**src/rtl/bfbp_pkg.sv**
```systemverilog
`timescale 1ns / 1ps
// ----------------------------------------------------------------------------
// bfbp_pkg
// Shared types and constants of the best-fit bin packer.
// ----------------------------------------------------------------------------
package bfbp_pkg;

  localparam int unsigned SIZE_W      = 16;
  localparam int unsigned BIN_INDEX_W = 6;
  localparam logic [SIZE_W-1:0] CAP_RESET = 16'd100;

  typedef enum logic [1:0] {
    ST_IDLE,
    ST_SCAN,
    ST_DECIDE
  } state_e;

  typedef enum logic [1:0] {
    STATUS_OK        = 2'd0,
    STATUS_TOO_LARGE = 2'd1,
    STATUS_FULL      = 2'd2
  } status_e;

endpackage

```
**src/rtl/bfbp_ram.sv**
```systemverilog
`timescale 1ns / 1ps
// ----------------------------------------------------------------------------
// bfbp_ram
// Generic single-write, single-read RAM with registered read data.
// ----------------------------------------------------------------------------
module bfbp_ram #(
  parameter int unsigned WIDTH = 16,
  parameter int unsigned DEPTH = 64
) (
  input  logic                     clk_i,
  input  logic                     we_i,
  input  logic [$clog2(DEPTH)-1:0] waddr_i,
  input  logic [WIDTH-1:0]         wdata_i,
  input  logic                     re_i,
  input  logic [$clog2(DEPTH)-1:0] raddr_i,
  output logic [WIDTH-1:0]         rdata_o
);

  logic [WIDTH-1:0] mem_q [DEPTH];
  logic [WIDTH-1:0] rdata_q;

  always_ff @(posedge clk_i) begin
    if (we_i) begin
      mem_q[waddr_i] <= wdata_i;
    end
    if (re_i) begin
      rdata_q <= mem_q[raddr_i];
    end
  end

  assign rdata_o = rdata_q;

endmodule

```
**src/rtl/best_fit_bin_packer.sv**
```systemverilog
`timescale 1ns / 1ps
// ----------------------------------------------------------------------------
// best_fit_bin_packer
// Online best-fit bin packer over a bounded table of bin capacities.
// ----------------------------------------------------------------------------
// An object size is taken on the input channel, the open bins are scanned one
// per cycle through the single read port of the bin table, and the bin whose
// remaining capacity is the smallest that still fits (lowest index on ties)
// receives the object; failing that a new bin is opened at bin_capacity, or
// the status reports an oversized object or a full table. The block holds one
// object at a time, through its scan of the table. The result sits in an
// output register, so the next object may be taken while it waits for its
// transfer; the decision on that next object then waits until the output
// register is free. The table needs no clearing after reset; the open-bin
// count covers it. bin_capacity is written through the config channel; the user
// must write it only while the block is idle, which the block does not enforce.
// ----------------------------------------------------------------------------
module best_fit_bin_packer #(
  parameter int unsigned MAX_BINS = 64
) (
  input  logic        clk_i,
  input  logic        rst_ni,
  input  logic        cfg_valid_i,
  output logic        cfg_ready_o,
  input  logic [15:0] cfg_bin_capacity_i,
  input  logic        in_valid_i,
  output logic        in_ready_o,
  input  logic [15:0] object_size_i,
  output logic        out_valid_o,
  input  logic        out_ready_i,
  output logic [5:0]  bin_index_o,
  output logic        opened_new_o,
  output logic [1:0]  status_o
);

  localparam int unsigned IW = (MAX_BINS > 1) ? $clog2(MAX_BINS) : 1;
  localparam int unsigned CW = $clog2(MAX_BINS + 1);
  localparam int unsigned SW = bfbp_pkg::SIZE_W;
  localparam int unsigned OW = bfbp_pkg::BIN_INDEX_W;

  bfbp_pkg::state_e state_q, state_d;

  logic [SW-1:0] cap_q;
  logic [CW-1:0] open_q, open_d;
  logic [SW-1:0] size_q, size_d;
  logic [CW-1:0] iss_q, iss_d;
  logic          cmp_vld_q, cmp_vld_d;
  logic [IW-1:0] cmp_idx_q, cmp_idx_d;
  logic          found_q, found_d;
  logic [IW-1:0] best_idx_q, best_idx_d;
  logic [SW-1:0] best_rem_q, best_rem_d;

  logic          out_vld_q, out_vld_d;
  logic [IW-1:0] out_idx_q, out_idx_d;
  logic          out_new_q, out_new_d;
  bfbp_pkg::status_e out_st_q, out_st_d;

  logic          ram_we, ram_re;
  logic [IW-1:0] ram_waddr, ram_raddr;
  logic [SW-1:0] ram_wdata, ram_rdata;

  logic          fits, better, slot_free;
  logic [IW+OW-1:0] idx_ext;

  bfbp_ram #(
    .WIDTH (SW),
    .DEPTH (MAX_BINS)
  ) u_bins (
    .clk_i   (clk_i),
    .we_i    (ram_we),
    .waddr_i (ram_waddr),
    .wdata_i (ram_wdata),
    .re_i    (ram_re),
    .raddr_i (ram_raddr),
    .rdata_o (ram_rdata)
  );

  assign fits      = ram_rdata >= size_q;
  assign better    = !found_q || (ram_rdata < best_rem_q);
  assign slot_free = !out_vld_q || out_ready_i;

  always_comb begin
    state_d    = state_q;
    open_d     = open_q;
    size_d     = size_q;
    iss_d      = iss_q;
    cmp_vld_d  = 1'b0;
    cmp_idx_d  = cmp_idx_q;
    found_d    = found_q;
    best_idx_d = best_idx_q;
    best_rem_d = best_rem_q;
    out_vld_d  = out_vld_q && !out_ready_i;
    out_idx_d  = out_idx_q;
    out_new_d  = out_new_q;
    out_st_d   = out_st_q;
    ram_we     = 1'b0;
    ram_waddr  = best_idx_q;
    ram_wdata  = best_rem_q - size_q;
    ram_re     = 1'b0;
    ram_raddr  = iss_q[IW-1:0];
    in_ready_o = 1'b0;

    unique case (state_q)
      bfbp_pkg::ST_IDLE: begin
        in_ready_o = 1'b1;
        if (in_valid_i) begin
          size_d  = object_size_i;
          iss_d   = '0;
          found_d = 1'b0;
          state_d = (open_q == '0) ? bfbp_pkg::ST_DECIDE : bfbp_pkg::ST_SCAN;
        end
      end
      bfbp_pkg::ST_SCAN: begin
        if (iss_q != open_q) begin
          ram_re    = 1'b1;
          iss_d     = iss_q + 1'b1;
          cmp_vld_d = 1'b1;
          cmp_idx_d = iss_q[IW-1:0];
        end else begin
          state_d = bfbp_pkg::ST_DECIDE;
        end
        if (cmp_vld_q && fits && better) begin
          found_d    = 1'b1;
          best_idx_d = cmp_idx_q;
          best_rem_d = ram_rdata;
        end
      end
      bfbp_pkg::ST_DECIDE: begin
        if (slot_free) begin
          out_vld_d = 1'b1;
          out_idx_d = '0;
          out_new_d = 1'b0;
          out_st_d  = bfbp_pkg::STATUS_OK;
          state_d   = bfbp_pkg::ST_IDLE;
          if (found_q) begin
            ram_we    = 1'b1;
            out_idx_d = best_idx_q;
          end else if (size_q > cap_q) begin
            out_st_d = bfbp_pkg::STATUS_TOO_LARGE;
          end else if (open_q == CW'(MAX_BINS)) begin
            out_st_d = bfbp_pkg::STATUS_FULL;
          end else begin
            ram_we    = 1'b1;
            ram_waddr = open_q[IW-1:0];
            ram_wdata = cap_q - size_q;
            open_d    = open_q + 1'b1;
            out_idx_d = open_q[IW-1:0];
            out_new_d = 1'b1;
          end
        end
      end
      default: state_d = bfbp_pkg::ST_IDLE;
    endcase
  end

  always_ff @(posedge clk_i or negedge rst_ni) begin
    if (!rst_ni) begin
      state_q   <= bfbp_pkg::ST_IDLE;
      cap_q     <= bfbp_pkg::CAP_RESET;
      open_q    <= '0;
      cmp_vld_q <= 1'b0;
      found_q   <= 1'b0;
      out_vld_q <= 1'b0;
    end else begin
      state_q   <= state_d;
      open_q    <= open_d;
      cmp_vld_q <= cmp_vld_d;
      found_q   <= found_d;
      out_vld_q <= out_vld_d;
      if (cfg_valid_i) begin
        cap_q <= cfg_bin_capacity_i;
      end
    end
  end

  always_ff @(posedge clk_i) begin
    size_q     <= size_d;
    iss_q      <= iss_d;
    cmp_idx_q  <= cmp_idx_d;
    best_idx_q <= best_idx_d;
    best_rem_q <= best_rem_d;
    out_idx_q  <= out_idx_d;
    out_new_q  <= out_new_d;
    out_st_q   <= out_st_d;
  end

  assign idx_ext      = {{OW{1'b0}}, out_idx_q};
  assign cfg_ready_o  = 1'b1;
  assign out_valid_o  = out_vld_q;
  assign bin_index_o  = idx_ext[OW-1:0];
  assign opened_new_o = out_new_q;
  assign status_o     = out_st_q;

endmodule

```
**config.mk**
```make
export PLATFORM = sky130hd
export DESIGN_NAME = best_fit_bin_packer
export DESIGN_NICKNAME = d
export VERILOG_FILES = /design/src/rtl/bfbp_pkg.sv /design/src/rtl/bfbp_ram.sv /design/src/rtl/best_fit_bin_packer.sv
export SDC_FILE = /design/constraint.sdc
export NUM_CORES = 1
export LEC_CHECK = 0
export BUFFER_PORTS_ARGS = -buffer_cell sky130_fd_sc_hd__buf_2
export CAP_MARGIN = 40
export CORE_ASPECT_RATIO = 1.1
export CORE_MARGIN = 2
export CORE_UTILIZATION = 60
export DETAILED_ROUTE_END_ITERATION = 7
export PLACE_DENSITY = 0.82
export SLEW_MARGIN = 0
export SYNTH_ARGS = -nofsm -noshare
export SYNTH_HDL_FRONTEND = slang
export SYNTH_HIERARCHICAL = 1
export SYNTH_SLANG_ARGS = --single-unit
```
**constraint.sdc**
```tcl
create_clock -name clk_i -period 13.15 [get_ports clk_i]
set_clock_uncertainty 0.15 [all_clocks]
set_input_delay 0.6575 -clock clk_i [delete_from_list [all_inputs] [get_ports clk_i]]
set_output_delay 0.6575 -clock clk_i [all_outputs]
set_load 0.005 [all_outputs]
```
=== Word level (Yosys, flattened, before mapping) ===
Memory sizes are Yosys's and may differ from the RTL's. A register that Yosys moved wholly into a read port is not among the register bits.
Cells that the tools add are included.
W data, S select, Z words.

* Memories: 1
* Word-level logic and storage cells: 93
* Flip-flop bits (word level): 88
* Bits of input ports: 37
* Output and inout port bits: 12
* Bits in writable memories: 1024

* Reductions and logical operators: 20
* Bitwise operators: 3
* Add/subtract/negate cells: 4
* Order comparisons: 3
* Eq/ne operators: 9
* Multiplexer cells: 38

{| class="wikitable"
|+ Memory list
! memory !! depth !! width !! rd ports !! clocked after Yosys merged registers in !! write ports !! line !! source
|-
| u_bins.mem_q || 64 || 16 || 1 || 1 || 1 || bfbp_ram.sv:19 || <nowiki>logic [WIDTH-1:0] mem_q [DEPTH];</nowiki>
|}

{| class="wikitable"
|+ Operators by type and width
! operator !! count
|-
| $mux W16 || 5
|-
| $mux W6 || 8
|-
| $sub A16 B16 Y16 || 2
|-
| $ge A16 B16 Y1 || 1
|-
| $gt A16 B16 Y1 || 1
|-
| $lt A16 B16 Y1 || 1
|-
| $mux W1 || 15
|-
| $add A7 B1 Y7 const B || 2
|-
| $mux W7 || 2
|-
| $pmux W7 S2 || 1
|-
| $mux W2 || 5
|-
| $ne A2 B2 Y1 const B || 5
|-
| $reduce_and A3 Y1 || 3
|-
| $reduce_and A2 Y1 || 4
|-
| $eq A7 B7 Y1 const B || 1
|-
| $logic_not A7 Y1 || 1
|-
| $ne A7 B7 Y1 || 1
|-
| $pmux W2 S3 || 1
|-
| $reduce_and A5 Y1 || 1
|-
| $logic_and A1 B1 Y1 || 3
|-
| $logic_not A1 Y1 || 3
|-
| $not A1 Y1 || 3
|-
| $eq A2 B1 Y1 const B || 1
|-
| $eq A2 B2 Y1 const B || 1
|-
| 5 further kinds || 6
|}

=== Depth between registers and ports, before layout ===
* Depth after elaboration: 8
* Gate-level depth with buffers: 14
* Mapped depth without buffers: 12

=== Hierarchy ===
Netlist, hierarchy kept.

{| class="wikitable"
|+ Modules (own cells, without submodules)
! module !! times used !! area each (sq um) !! seq. area each (sq um) !! cells an instance
|-
| bfbp_ram || 1 || 40202.3 || 31230.0 || 1829
|-
| best_fit_bin_packer || 1 || 5884.4 || 2506.2 || 557
|}

=== Worst setup path before layout ===
OpenSTA, ideal clock, no wires.

* Path kind: register to register
* Start point: register size_q[0]
* End point: memory u_bins.mem_q[0][3] (data pin)
* Cell stages (with the launch flop): 10
* Required time: 12280 ps
* Buffers on the path: 1
* Library setup time: 720 ps
* Path slack: 7398 ps
* Arrival: 4882 ps
* Path through: edfxtp_1 -> ha_1 -> fa_1 -> nand2b_1 -> a211oi_2 -> o211ai_2 -> a211oi_2 -> nand2_2 -> buf_6 -> o31ai_1

* Cells in the longest elaborated chain, start to end: 6
* Elaborated cells between the ends (all ways): 8

{| class="wikitable"
|+ Ends and longest elaborated chain
! element !! line !! source
|-
| from (decl) || best_fit_bin_packer.sv:45 || <nowiki>logic [SW-1:0] size_q, size_d;</nowiki>
|-
| from (signal assigned) || best_fit_bin_packer.sv:177 || <nowiki>size_q <= size_d;</nowiki>
|-
| $sub A16 B16 Y16, on equally long branches || best_fit_bin_packer.sv:145, best_fit_bin_packer.sv:98 ||
|-
| $mux W16 || best_fit_bin_packer.sv:140 || <nowiki>end else if (open_q == CW'(MAX_BINS)) begin</nowiki>
|-
| $mux W16 || best_fit_bin_packer.sv:138 || <nowiki>end else if (size_q > cap_q) begin</nowiki>
|-
| $mux W16 || best_fit_bin_packer.sv:135 || <nowiki>if (found_q) begin</nowiki>
|-
| $mux W16 || best_fit_bin_packer.sv:129 || <nowiki>if (slot_free) begin</nowiki>
|-
| $mux W16 * || best_fit_bin_packer.sv:103 || <nowiki>unique case (state_q)</nowiki>
|-
| via ram_wdata[3] || best_fit_bin_packer.sv:60 || <nowiki>logic [SW-1:0] ram_wdata, ram_rdata;</nowiki>
|-
| to (decl) || bfbp_ram.sv:19 ||
|}

The timed path passes the listed nets; every way through them passes the cells marked *.

=== Final worst setup path ===
* Start point: register size_q[0]
* End point: memory u_bins.mem_q[1][15], enable pin

* Elaborated cells between the ends (all ways): 11

{| class="wikitable"
|+ RTL lines
! element !! line !! source
|-
| $gt A16 B16 Y1 || best_fit_bin_packer.sv:138 ||
|-
| $mux W6 || best_fit_bin_packer.sv:138 ||
|-
| $mux W6 || best_fit_bin_packer.sv:135 ||
|-
| $mux W6 || best_fit_bin_packer.sv:129 ||
|-
| $mux W6 || best_fit_bin_packer.sv:103 ||
|-
| via ram_waddr[2] || best_fit_bin_packer.sv:59 || <nowiki>logic [IW-1:0] ram_waddr, ram_raddr;</nowiki>
|}

The timed path passes the listed nets, and every way through them passes these cells.

==> results.py <==
metrics = {
    "placement": {
        "port_buffers": 47,
        "dp_hpwl_um": 65670,
        "post-place-ws_ns": 7.828,
        "gp_congestion": 0.9466,
    },
    "worst_setup_path": {
        "critPathLaunchType": "register",
        "rr_endpoint": "u_bins/mem_q[1][15]",
        "rrSetupSlack_ns": 7.71,
        "critPathMaxFanout": 24,
        "crit_type": "register to register",
        "cp-startpoint": "size_q[0]",
        "r2r_start": "size_q[0]",
        "crit_arrival_ns": 5.67,
        "rr_worst_depth": 14,
        "endpoint_kind": "register",
        "cp_data_required_time_ns": 13.38,
    },
    "grt": {
        "grt.overflow.total": 0,
        "grt_pass1_vias": 24430,
        "track_usage": 0.2834,
        "grt_max_degree": 145,
        "grt_first_pass_wirelength_um": 161300,
        "antenna_found_initial": 2,
    },
    "logic_synthesis": {
        "ys_types": 72,
        "synth_top_area_frac": 0.7167,
        "ys_top_cells_by_area": "edfxtp_1 (72%), mux4_2 (11%), mux2i_1 (2.1%)",
        "synth-edff-count": 1100,
        "seq_area_frac_synth": 0.7320,
        "syn_inst": 2386,
        "netlist_area_um2": 46090,
        "synth_area_per_cell_um2": 19.32,
        "syn_nets": 2490,
        "synth_area_leader_cell": "edfxtp_1",
        "ys_ff_latch": 1128,
        "synthArstFlopShare": 0.02482,
        "synth_warnings": 6,
        "synth-main-ff-cell": "edfxtp_1",
    },
    "hold_path": {
        "hold_start": "object_size_i[10]",
        "hold-path-endpoint": "size_q[10]",
        "hold_path.class": "primary input to register",
        "hold_depth": 1,
    },
    "clock_network": {
        "clock-sinks": 1128,
        "clk-insertion-delay-late_ns": 0.68,
        "clkSlewWorstSetupHoldPaths_ns": 0.06,
        "numCtsBuffers": 104,
        "htreeDepth": 3,
        "post_cts_buffers": 0,
        "tritoncts": "done",
        "cts.path.max_buffers": 3,
        "clockRootBuffer": "clkbuf_16",
    },
    "timing": {
        "period_needed_ns": 5.445,
        "setup_viol": 0,
        "period_share": 0.4141,
        "drv_slew": 0,
        "setup_ws_ns": 7.705,
        "worst_pin_slew_ns": 1.327,
        "fin_setup_tns_ns": 0,
        "rsz0062_at_grt": "no",
        "max_slew_margin": 0.1153,
        "final_hold_viol_count": 0,
        "fmax_mhz": 183.7,
    },
    "floorplanning": {
        "dieArea_um2": 79050,
        "pin_count": 49,
        "die_h_um": 294.7,
        "rows": 106,
        "die_x_um": 268.3,
        "start_util": 0.6064,
        "core_area_um2": 76000,
    },
    "final_layout": {
        "layout.area.seq_um2": 33740,
        "syn_to_final_growth_pct": 11.21,
        "drive_gt1_frac": 0.2292,
        "multi_input_area_um2": 11560,
        "fin_nets": 2635,
        "fillers": 4616,
    },
    "power_and_ir_drop": {
        "leakage_uw": 0.01671,
        "ir_drop_v": 0.0001924,
        "power.total_uw": 11720,
        "pwr_density_cell_nw_per_um2": 228.6,
    },
    "route": {
        "drcViolationCount": 0,
        "wl_um": 109400,
        "dr.pass1.iters": 6,
        "vias_per_cell": 6.640,
        "wl_per_cell_um": 30.07,
        "ant_nets": 0,
        "drt-initial-drc-count": 3596,
        "vias": 24170,
    },
    "job": {
        "drv_cap": 0,
    },
    "status": {
        "status": "complete, no violations",
    },
}
## stage by stage
stage                     hold WS [ns]  utilization  std cells  instance area, µm²
after CTS                    0.0001805       0.6744       3639               51250
after global placement          0.2529       0.6272       3426               47660
after global routing           0.01598       0.6744       3639               51250
after floorplan                 0.2119            -       2386               46090
after detailed placement        0.2614       0.6309       3446               47940
final                          0.02297       0.6744       3640               51250
## cell type report
class / count / share of cell area
sequential: 1128 / 0.6582
antenna: 1 / 0.00004883
multi-input combinational: 1095 / 0.2256
timing repair buffer: 161 / 0.02456
inverter: 41 / 0.003003
tap: 1026 / 0.02505
clock buffer: 127 / 0.05288
clock inverter: 61 / 0.01064
## flip-flops by register name, indices dropped and copies added, names as in the netlist, 2 cells and up
signal          flops
cmp_idx_q           6
iss_q               7
best_idx_q          6
u_bins/mem_q     1024
status_o            2
size_q             16
open_q              7
state_q             2
best_rem_q         16
cap_q              16
bin_index_o         6
u_bins/rdata_o     16
## worst max-delay path by stage
stage | endpoint | slack (ns) | depth (start not counted)
after floorplan | u_bins/mem_q[0][3] | 7.40 | 9
after global placement | u_bins/mem_q[1][13] | 7.71 | 13
after detailed placement | u_bins/mem_q[1][15] | 7.83 | 14
after CTS | u_bins/mem_q[1][4] | 7.83 | 14
after global routing | u_bins/mem_q[35][13] | 7.49 | 14
final | u_bins/mem_q[1][15] | 7.71 | 14
## power breakdown
group / switching (µW) / internal [µW]
logic: 2580 / 1300
registers: 100 / 4830
clock network: 1280 / 1620
total: 3960 / 7760
## critical path: stages, from the launching register on
cell and delay [ns]:
edfxtp_1 0.43, ha_1 0.23, fa_1 0.40, nand2b_1 0.22, a211oi_2 0.42, o211ai_2 0.21, a211oi_2 0.22, buf_4 0.22
nand2_2 0.06, buf_4 0.32, a22o_1 0.41, nor2_1 0.21, nand3_1 0.51, nor2_1 0.79, buf_4 0.33
## kinds of logic after synthesis
group | Yosys count | share of synthesized area
muxes | 367 | 0.1422
other | 1 | 0.00008137
xor gates and xnor gates | 39 | 0.007412
and+or+nand+nor | 351 | 0.03719
DFF | 1128 | 0.7320
adders and majority gates | 67 | 0.01852
buffers and inverters | 163 | 0.02104
AOI/OAI and AO/OA | 270 | 0.04156
## layout by cell type (no fill, tap or decap), drive strengths merged, types with 49 or more instances in the layout
| cell type | synthesis | final |
|---|---|---|
| a21oi | 55 | 55 |
| buf | 83 | 156 |
| clkbuf | 39 | 127 |
| clkinv | 0 | 49 |
| edfxtp | 1100 | 1100 |
| ha | 65 | 65 |
| mux2i | 97 | 97 |
| mux4 | 224 | 224 |
| nand2 | 92 | 92 |
| nor2 | 104 | 104 |
## Yosys cell counts, types with 18 or more instances
cell type / number
nor2_1: 102
edfxtp_1: 1100
nand2b_1: 21
nor2b_1: 37
inv_1: 41
buf_2: 39
dfrtp_1: 25
mux2i_1: 97
o21ai_0: 29
clkbuf_1: 36
nand3_1: 34
buf_6: 18
a221oi_1: 18
mux2_2: 45
xnor2_1: 27
mux4_2: 220
a21oi_1: 55
a22oi_1: 40
nand2_1: 90
nand4_1: 20
ha_1: 65
## per-layer routing
metal / global-route usage / vias to the layer above / share of wire / wire length [µm]
met3: 0.04971 / 252 / 0.097 / 10600
li1: - / 10020 / - / -
met1: 0.3789 / 12370 / 0.36 / 39220
met5: 0 / - / 0.00012 / 13
met4: 0.1378 / 2 / 0.050 / 5508
met2: 0.4567 / 1520 / 0.49 / 54100
## what timing repair did
| item | CTS | global route |
|---|---|---|
| hold buffers | 5 | 0 |
| endpoints found under the setup margin | 0 | 0 |
| hold endpoints to repair | 29 | 0 |
| gates resized for setup | 0 | 0 |
Note: power is estimated with default switching activity, not from simulation.
